--- config.mk ---
export PLATFORM = sky130hd
export DESIGN_NAME = vtpd_queue
export DESIGN_NICKNAME = d
export VERILOG_FILES = /design/src/vertex_transform_perspective_divide_defines.svh /design/src/vtpd_pkg.sv /design/src/vtpd_queue.sv
export SDC_FILE = /design/constraint.sdc
export NUM_CORES = 1
export LEC_CHECK = 0
export ABC_AREA = 1
export BUFFER_PORTS_ARGS = -buffer_cell sky130_fd_sc_hd__buf_2
export CORE_ASPECT_RATIO = 0.9
export CORE_MARGIN = 2
export CORE_UTILIZATION = 58
export CTS_CLUSTER_DIAMETER = 60
export CTS_CLUSTER_SIZE = 30
export DETAILED_ROUTE_END_ITERATION = 6
export PLACE_DENSITY = 0.8
export SLEW_MARGIN = 20
export SYNTH_ARGS = -nofsm -noshare
export SYNTH_HDL_FRONTEND = slang
export SYNTH_SLANG_ARGS = --single-unit
--- constraint.sdc ---
create_clock -name clock -period 4.27 [get_ports clock]
set_clock_uncertainty 0.15 [all_clocks]
set_input_delay 0.2135 -clock clock [delete_from_list [all_inputs] [get_ports clock]]
set_output_delay 0.2135 -clock clock [all_outputs]
set_load 0.02 [all_outputs]
--- src/vertex_transform_perspective_divide_defines.svh ---
// Assertion macros used by the vertex transform back end.
// Depends on nothing; users supply signals named clock and reset.
`ifndef VERTEX_TRANSFORM_PERSPECTIVE_DIVIDE_DEFINES_SVH
`define VERTEX_TRANSFORM_PERSPECTIVE_DIVIDE_DEFINES_SVH

// Condition must hold at every edge out of reset.
`define VTPD_ASSERT_ALWAYS(lbl, cond, msg) \
   lbl: assert property (@(posedge clock) disable iff (reset) (cond)) \
      else $error(msg);

// Consequent must hold in the cycle of the antecedent.
`define VTPD_ASSERT_IMPL(lbl, ante, cons, msg) \
   lbl: assert property (@(posedge clock) disable iff (reset) (ante) |-> (cons)) \
      else $error(msg);

// Consequent must hold in the cycle after the antecedent.
`define VTPD_ASSERT_NEXT(lbl, ante, cons, msg) \
   lbl: assert property (@(posedge clock) disable iff (reset) (ante) |=> (cons)) \
      else $error(msg);

`endif

--- src/vtpd_pkg.sv ---
// Package for the vertex transform block: widths, constants, shared types.
// Depends on nothing.
`timescale 1ns / 1ps

package vtpd_pkg;

   localparam int FRAC_BITS = 16;
   localparam int DW        = 32;
   localparam int NUM_REGS  = 8;
   localparam int REG_W     = 64;
   localparam int ADDR_W    = 4;
   localparam int NUM_W     = DW + FRAC_BITS;
   localparam int SUM_W     = 2 * DW + 2;
   localparam int MID_DEPTH = 4;
   localparam int MID_CNT_W = $clog2(MID_DEPTH + 1);
   localparam int MID_PTR_W = $clog2(MID_DEPTH);

   localparam logic [DW-1:0] ONE_FX = DW'(1) << FRAC_BITS;

   // Register indexes
   localparam logic [ADDR_W-1:0] REG_ROW0_C01 = ADDR_W'(0);
   localparam logic [ADDR_W-1:0] REG_ROW0_C23 = ADDR_W'(1);
   localparam logic [ADDR_W-1:0] REG_ROW1_C01 = ADDR_W'(2);
   localparam logic [ADDR_W-1:0] REG_ROW1_C23 = ADDR_W'(3);
   localparam logic [ADDR_W-1:0] REG_ROW2_C01 = ADDR_W'(4);
   localparam logic [ADDR_W-1:0] REG_ROW2_C23 = ADDR_W'(5);
   localparam logic [ADDR_W-1:0] REG_ROW3_C01 = ADDR_W'(6);
   localparam logic [ADDR_W-1:0] REG_ROW3_C23 = ADDR_W'(7);

   // Identity matrix at reset
   function automatic logic [REG_W-1:0] cfg_reset(input int idx);
      logic [REG_W-1:0] v;
      v = '0;
      if (idx == int'(REG_ROW0_C01) || idx == int'(REG_ROW2_C23)) begin
         v = {{DW{1'b0}}, ONE_FX};
      end else if (idx == int'(REG_ROW1_C01) || idx == int'(REG_ROW3_C23)) begin
         v = {ONE_FX, {DW{1'b0}}};
      end
      return v;
   endfunction

   // Item between front and back: saturated rows plus classification
   typedef struct packed {
      logic [2:0][DW-1:0] xyz;
      logic [DW-1:0]      w;
      logic               div;
      logic               clip;
   } mid_item_type;

   typedef struct packed {
      logic empty;
      logic room;
   } mid_status_type;

endpackage

--- src/vtpd_queue.sv ---
// Short queue of classified items between front and back end.
// Depends on vtpd_pkg.
`timescale 1ns / 1ps

module vtpd_queue (
   input  logic                           clock,
   input  logic                           reset,
   input  logic                           push,
   input  vtpd_pkg::mid_item_type         push_item,
   input  logic                           pop,
   output vtpd_pkg::mid_item_type         head,
   output vtpd_pkg::mid_status_type       status
);
   import vtpd_pkg::*;

   mid_item_type          mem_ff [MID_DEPTH];
   logic [MID_PTR_W-1:0]  wr_ff, wr_in;
   logic [MID_PTR_W-1:0]  rd_ff, rd_in;
   logic [MID_CNT_W-1:0]  cnt_ff, cnt_in;

   always_comb begin
      wr_in  = push ? wr_ff + MID_PTR_W'(1) : wr_ff;
      rd_in  = pop  ? rd_ff + MID_PTR_W'(1) : rd_ff;
      cnt_in = cnt_ff + MID_CNT_W'(push) - MID_CNT_W'(pop);
   end

   always_ff @(posedge clock) begin
      if (reset) begin
         wr_ff  <= '0;
         rd_ff  <= '0;
         cnt_ff <= '0;
      end else begin
         wr_ff  <= wr_in;
         rd_ff  <= rd_in;
         cnt_ff <= cnt_in;
      end
   end

   always_ff @(posedge clock) begin
      if (push) begin
         mem_ff[wr_ff] <= push_item;
      end
   end

   assign head         = mem_ff[rd_ff];
   assign status.empty = (cnt_ff == '0);
   assign status.room  = (cnt_ff < MID_CNT_W'(MID_DEPTH));

endmodule

## Word-level counts from Yosys, hierarchy flattened

Memories as Yosys holds them, arrays and structs flattened. A register that Yosys moved wholly into a read port is not among the register bits.
Cells that the tools add are included.

- Bits in registers: 7
- Bits in latches: 0
- Memory bits (writable): 520
- Bits in read-only memories: 0
- Input bits: 134
- Output and inout bits: 132
- Word-level logic and storage cells: 14
- Memories: 1

Memories:

| memory | words | width | read ports | clocked after memory_dff | write ports | line | text |
|---|---|---|---|---|---|---|---|
| mem_ff | 4 | 130 | 1 | 1 | 1 | vtpd_queue.sv:16 | `mid_item_type mem_ff [MID_DEPTH];` |

- Add/subtract/negate cells: 4
- Multiply operators: 0
- Div/mod/pow operators: 0
- Order comparisons: 1
- Eq/ne operators: 0
- Shift operators: 0
- Multiplexer cells: 4
- Bitwise operators: 0
- Reduce and logical (&&, ||, !) cells: 1

Operators with widths:

| kind | number |
|---|---|
| adder 2 x 1 -> 2 bit (second input constant) | 2 |
| 2-to-1 mux 2 bit | 2 |
| adder 3 x 1 -> 3 bit | 1 |
| logical NOT 3 bit | 1 |
| < comparator 3 bit (second input constant) | 1 |
| subtractor 3 x 1 -> 3 bit | 1 |
| 2-to-1 mux 1 bit | 2 |

## Logic depth before layout (Yosys ltp)

Gate-level depths: netlist of the first run.

- Depth after elaboration: 3
- Depth in mapped cells: 9
- Depth with buffers taken out: 9

## Worst setup path before layout of the first run

No wires, ideal clock.

- Path kind: register to register
- From: reg wr_ff[0]
- To: mem mem_ff[2][0] (netlist bit), enable pin
- Library setup time: 483 ps
- Arrival time: 3,092 ps
- Data required time: 3,637 ps
- Slack: 545 ps
- Cell stages (with the launch flop): 5
- Period minus slack after synthesis: 3,725 ps
- Cell sequence: dfxtp_1 > inv_1 > ha_1 > nand2_1 > inv_1

RTL lines:

| what | line | text |
|---|---|---|
| from (decl) | vtpd_queue.sv:17 | `logic [MID_PTR_W-1:0] wr_ff, wr_in;` |
| from (signal assigned) | vtpd_queue.sv:33 | `wr_ff <= wr_in;` |
| to (decl) | vtpd_queue.sv:16 |  |

No word-level cell before the write port.

==> impl_metrics.ini, run 1 <==
[timing]
maxSlewViolCount = 0
fin_crit_ps = 2920
rsz0062_at_grt = false
setup_viol = 0
fin_crit_sh_pct = 68.3
finalSetupTns_ps = 0
finalHoldViolCount = 0
slew_headroom_pct = 40.0
tightest_slew_ps = 899
fmax_mhz = 343

[worst_setup_path]
r2r_cells = 5
startpoint_type = flip-flop
rr_startpoint = wr_ff[0]
endpoint_kind = output pin
cp.required_ps = 3910
crit_type = reg2out
arrival_ps = 2550
rrSetupSlack_ps = 1960
r2r_end = mem_ff[2][118]
crit_fanout = 81

[clocking]
cts_max_path_buffers = 3
clock-root-buffer = clkbuf_16
clock-sinks = 529
cts_max_level = 1
clk_pin_slew_ps = 90
clk_latency_ps = 600
cts_setup_buffers = 0
cts_made_buffers = 31
cts_tree = yes

[floorplan]
fp.dieH_um = 184
core_area_um2 = 35900
initial_core_util_pct = 58.4
ios = 266
core.rowCount = 66
die_area_um2 = 37700
die_w_um = 204

[run_status]
run_status = complete, no violations

[finish]
fillCellCount = 2302
drive_gt1_share_pct = 17.5
num-nets-final = 2075
area_growth_pct = 18.9

[routing]
dr.pass1.iters = 5
drt_iter0_drc = 978
wirelength_met1_mm = 16.1
drc = 0
wirelength_mm = 41.3
met2_length_mm = 20.9
highest_layer = met4
wl_met3_mm = 3.00
num_vias = 12900
ant_nets = 0
routedWlPerCell_um = 16.9
viasPerCell = 5.30

[yosys]
synth_warnings = 0
ys_top_cells_by_area = edfxtp_1 74%, inv_1 4.9%, nand2_1 4.8%
synth_top_cell_area_share_pct = 74.5
syn_avg_cell_area_um2 = 13.3
synth_cells = 1571
ys_seq_area_share_pct = 75.3
synth_cell_types = 19
synth_nets = 1712
synth_area_leader_cell = edfxtp_1
ys_ff_latch = 529
synthesis.area_um2 = 21000

[pwr]
switching_power_mw = 2.71
pwr-share-seq_pct = 56.5
ir_worst_vdd_v = 0.000442
p_int_mw = 7.93
total_power_mw = 10.6
clockPowerShare_pct = 31.5
combPwrFrac_pct = 12.0
netSwitchingFraction_pct = 25.5
power.leakage_nw = 9.69
power_density_nw_per_um2 = 427

[hold_path]
worstHoldEndpoint = cnt_ff[0]
hold_path_class = in2reg
min_from = reset
hold_depth = 3

[grt]
grt-ovfl-total = 0
first_global_vias = 13100
antenna_found_initial = 3
grt_start_max_net_pins = 129
grt_pass1_wl_mm = 64.9
grt.total_usage_pct = 21.8

[place]
port_buffers = 265
hpwl_mm = 23.6
place.gp.congestion = 0.737

[run]
drv_cap = 0
[Yosys cell counts]
cell	count
a21oi_1	136
buf_1	3
buf_2	26
buf_4	8
buf_6	37
buf_8	1
clkbuf_1	3
clkbuf_2	9
dfxtp_1	9
edfxtp_1	520
fa_1	1
ha_1	6
inv_1	275
nand2_1	268
nand3_1	1
nor2_1	4
o211ai_1	130
o21ai_0	54
o21ai_1	80
[per-stage QoR]
stage | util (%) | setup WS, ps | hold WS, ps | cells | area [um2]
global route | 69.4 | 1150 | 182 | 2437 | 24900
finish | 69.4 | 1350 | 183 | 2438 | 24900
CTS | 69.4 | 1350 | 161 | 2434 | 24900
floorplan | - | 545 | 130 | 1571 | 21000
detailed placement | 62.6 | 1990 | 260 | 2243 | 22500
global placement | 62.6 | 2020 | 258 | 2243 | 22500
[power by group through the flow]
stage	sequential, mW	clock (mW)	combinational (mW)
2_1_floorplan	6.11	0	0.788
3_3_place_gp	6.12	0	1.13
3_5_place_dp	6.13	0	1.17
4_1_cts	6.01	3.41	1.28
5_1_grt	6.03	3.59	1.40
6_report	6.01	3.35	1.28
[final cells by class]
cell class,count,area (um2),share of cell area (%)
sequential,529,15800,63.4
clock inverter,24,315,1.26
clock buffer,33,783,3.14
inverter,275,1050,4.22
antenna,4,10.0,0.0401
multi-input combinational,680,3450,13.8
tap,476,596,2.39
timing repair buffer,417,2930,11.7
[cell usage in the layout (no fill, tap or decap)]
cell type,instances
clkinv_4,2
bufinv_16,2
clkinv_8,3
dfxtp_4,2
edfxtp_1,520
inv_12,2
clkinv_2,4
buf_4,8
o211ai_1,130
inv_1,271
nand3_1,1
o21ai_1,80
clkbuf_1,2
buf_2,265
diode_2,4
dlygate4sd3_1,134
inv_6,7
clkbuf_16,31
inv_16,1
clkinv_1,1
buf_12,10
o21ai_0,54
a21oi_1,136
nor2_1,4
inv_8,5
clkinv_16,1
dfxtp_1,7
ha_1,6
nand2_1,268
fa_1,1
[worst max path at each step]
stage	start	end	slack [ps]	cells past startpoint
detailed placement	wr_ff[0]	mem_ff[3][108]	1990	4
finish	flip-flop	head[34]	1350	5
floorplan	wr_ff[0]	mem_ff[2][0]	550	4
global placement	wr_ff[0]	mem_ff[0][18]	2020	5
global route	flip-flop	head[84]	1150	5
CTS	flip-flop	head[84]	1350	5
[worst max-delay path, cell delays in order, from the launching register on]
cell and delay [ps]:
dfxtp_4 940, buf_4 490, a21oi_1 120, o21ai_0 120, nand2_1 80, buf_2 160
[state kept, by name, indices dropped and copies added, names as in the netlist, named ones only]
signal  cells
rd_ff       2
wr_ff       2
cnt_ff      3
mem_ff    520
[kinds of logic (layout without fill, tap and decap cells)]
group | Yosys count | count (layout) | share of synthesized area [%]
other cells | 0 | 4 | 0
simple gates | 273 | 273 | 4.89
buf+inv | 362 | 749 | 8.21
compound gates | 400 | 400 | 11.1
flops | 529 | 529 | 75.3
fa+ha+maj | 7 | 7 | 0.454
[repair_timing]
| action | CTS | global route |
|---|---|---|
| hold buffers | 134 | 0 |
| hold endpoints to repair | 529 | 0 |
| resized for setup | 0 | 0 |
| setup endpoints to repair | 0 | 0 |
[per-layer routing]
layer  up-vias  track usage (%)
met4         0             7.80
met5         -                0
met3        90             5.11
met1      6253             26.9
li1       6193                -
met2       397             37.7
(Power assumes the default switching activity.)
==> inputs of run 2 (changes only) <==
--- a/config.mk
+++ b/config.mk
@@ -5,15 +5,15 @@
 export SDC_FILE = /design/constraint.sdc
 export NUM_CORES = 1
 export LEC_CHECK = 0
-export ABC_AREA = 1
+export ABC_AREA = 0
 export BUFFER_PORTS_ARGS = -buffer_cell sky130_fd_sc_hd__buf_2
 export CORE_ASPECT_RATIO = 0.9
 export CORE_MARGIN = 2
-export CORE_UTILIZATION = 58
+export CORE_UTILIZATION = 51
 export CTS_CLUSTER_DIAMETER = 60
 export CTS_CLUSTER_SIZE = 30
 export DETAILED_ROUTE_END_ITERATION = 6
-export PLACE_DENSITY = 0.8
+export PLACE_DENSITY = 0.75
 export SLEW_MARGIN = 20
 export SYNTH_ARGS = -nofsm -noshare
 export SYNTH_HDL_FRONTEND = slang
==> constraint.sdc (replaced) <==
create_clock -name clock -period 2.6 [get_ports clock]
set_clock_uncertainty 0.15 [all_clocks]
set_input_delay 0.13 -clock clock [delete_from_list [all_inputs] [get_ports clock]]
set_output_delay 0.13 -clock clock [all_outputs]
set_load 0.02 [all_outputs]
==> impl_metrics.ini, run 2 <==
[run_status]
run_status = complete, no violations

[worst_setup_path]
crit_path_cell_trace = buf_16 -> mux4_2 -> buf_2
crit_fanout = 65
crit_family = multiplexers
crit_type = reg2out
critPathMaxStageDelay_ps = 590
cp.required_ps = 2320
crit_slowest_cell = mux4_2
startpoint_type = flip-flop
arrival_ps = 2220
cp_num_buf_inv = 2
endpoint_kind = output pin

[pwr]
power.leakage_nw = 8.03
power_density_nw_per_um2 = 729
ir_worst_vdd_v = 0.000539
total_power_mw = 17.4

[grt]
antenna_found_initial = 3
grt_start_max_net_pins = 66
grt.total_usage_pct = 18.3
first_global_vias = 9516
grt_pass1_wl_mm = 55.1
grt-ovfl-total = 0

[routing]
drt_iter0_drc = 727
ant_nets = 0
drc = 0
viasPerCell = 5.42
dr.pass1.iters = 5
num_vias = 8989
routedWlPerCell_um = 21.7
wirelength_mm = 36.0

[timing]
finalHoldViolCount = 0
fmax_mhz = 400
finalSetupTns_ps = 0
rsz0062_at_grt = true
setup_viol = 0
maxSlewViolCount = 0
fin_crit_ps = 2500
tightest_slew_ps = 552
slew_headroom_pct = 63.2
fin_crit_sh_pct = 96.1

[finish]
regMostFlops = mem_ff
fillCellCount = 2373
drive_gt1_share_pct = 41.2
top_regs = mem_ff (520), cnt_ff (3)
final_common_cell = edfxtp_1
num-nets-final = 1291
final_cell_mix = 520 x edfxtp_1, 260 x buf_2, 134 x dlygate4sd3_1, 130 x mux4_2, 32 x clkbuf_16
area_growth_pct = 23.6
regArea_um2 = 15800
multiInputGateArea_um2 = 3160
largest_register_ff_count = 520

[yosys]
synth_nets = 862
synth_edf_count = 520
synth_area_leader_cell = edfxtp_1
ys_top_cells_by_area = edfxtp_1 81%, mux4_2 15%, buf_12 1.1%
ys_ff_latch = 529
async_flop_share_pct = 0
synth_top_cell_area_share_pct = 80.9
syn_avg_cell_area_um2 = 26.8
synth_cells = 721
synthFlopType = edfxtp_1
synth_most_common_cell = edfxtp_1
synth_cell_types = 22
synthesis.area_um2 = 19300
synth_warnings = 0
ys_seq_area_share_pct = 81.9
synth_common_cells = 520 x edfxtp_1, 130 x mux4_2, 11 x buf_12

[clocking]
cts_tree = yes
clk_latency_ps = 580
clock-root-buffer = clkbuf_16
cts_max_level = 1
clock-sinks = 529
cts_max_path_buffers = 3
cts_made_buffers = 30
clk_pin_slew_ps = 90

[place]
hpwl_mm = 21.9
place.gp.congestion = 0.713
port_buffers = 265

[hold_path]
hold_path_class = in2reg

[run]
drv_cap = 0

[floorplan]
die_area_um2 = 39400
fp.dieH_um = 189
core.rowCount = 67
die_w_um = 209
core_area_um2 = 37300
initial_core_util_pct = 51.7
ios = 266
## run 2: metal layers
layer  track usage, %  vias to the layer above  routed length (um)
met1             25.2                     4704               14900
met5                0                        -                   0
met3             4.05                       26                2310
met2             31.2                      286               18300
li1                 -                     3973                   -
met4             2.99                        0                 455
## run 2: worst reg2reg max path, stage by stage (launching register included)
cell,delay (ps)
dfxtp_1,340
inv_1,50
ha_1,260
inv_1,50
ha_1,130
inv_1,50
fa_1,500
nor2_1,40
dlygate4sd3_1,540
## run 2: cell type report
class | instances | area share [%]
diodes | 3 | 0.0315
clock buffers | 32 | 3.27
clock inverters | 23 | 1.11
inverters | 6 | 0.0944
multi-input cells | 156 | 13.3
flip-flops and latches | 529 | 66.3
well taps | 483 | 2.53
repair buffers | 427 | 13.4
## run 2: path summary, 6_finish.rpt
path | start | endpoint | slack (ps) | depth (start not counted)
hold / removal | push_item[16] | mem_ff[1][16] | 140 | 2
setup / recovery | flip-flop | head[107] | 100 | 3
setup reg to reg | cnt_ff[0] | cnt_ff[1] | 390 | 8
hold reg to reg | rd_ff[0] | flip-flop | 390 | 2
## run 2: power by group
part | leakage (nW) | switching, mW | internal, mW
clock | 0.496 | 2.80 | 2.42
combinational | 2.68 | 1.25 | 1.03
sequential | 4.85 | 0.112 | 9.79
total | 8.03 | 4.15 | 13.2
## run 2: through the flow
stage	setup WS (ps)	util [%]	instances	cell area [um2]	hold WS, ps
5_1_grt	-29.5	63.9	1659	23800	108
3_5_place_dp	639	57.3	1466	21400	196
6_report	101	63.9	1659	23800	135
3_3_place_gp	640	57.3	1466	21400	192
4_1_cts	13.1	63.7	1655	23800	99.0
2_1_floorplan	540	-	721	19300	78.9
## run 2: cell families after synthesis
group                      share of synthesized area, %
and+or+nand+nor                                   0.344
buffers and inverters                              1.79
adders and majority gates                         0.493
AOI/OAI and AO/OA                                0.0778
xor gates and xnor gates                          0.208
DFF                                                81.9
muxes                                              15.2
## run 2: what timing repair did
action / 4_1_cts / 5_1_grt
endpoints found under the setup margin: 2 / 56
endpoints found under the hold margin: 560 / 0
setup buffers: 0 / 0
gates resized for setup: 1 / 14
hold buffers: 134 / 0
cloned: 0 / 1
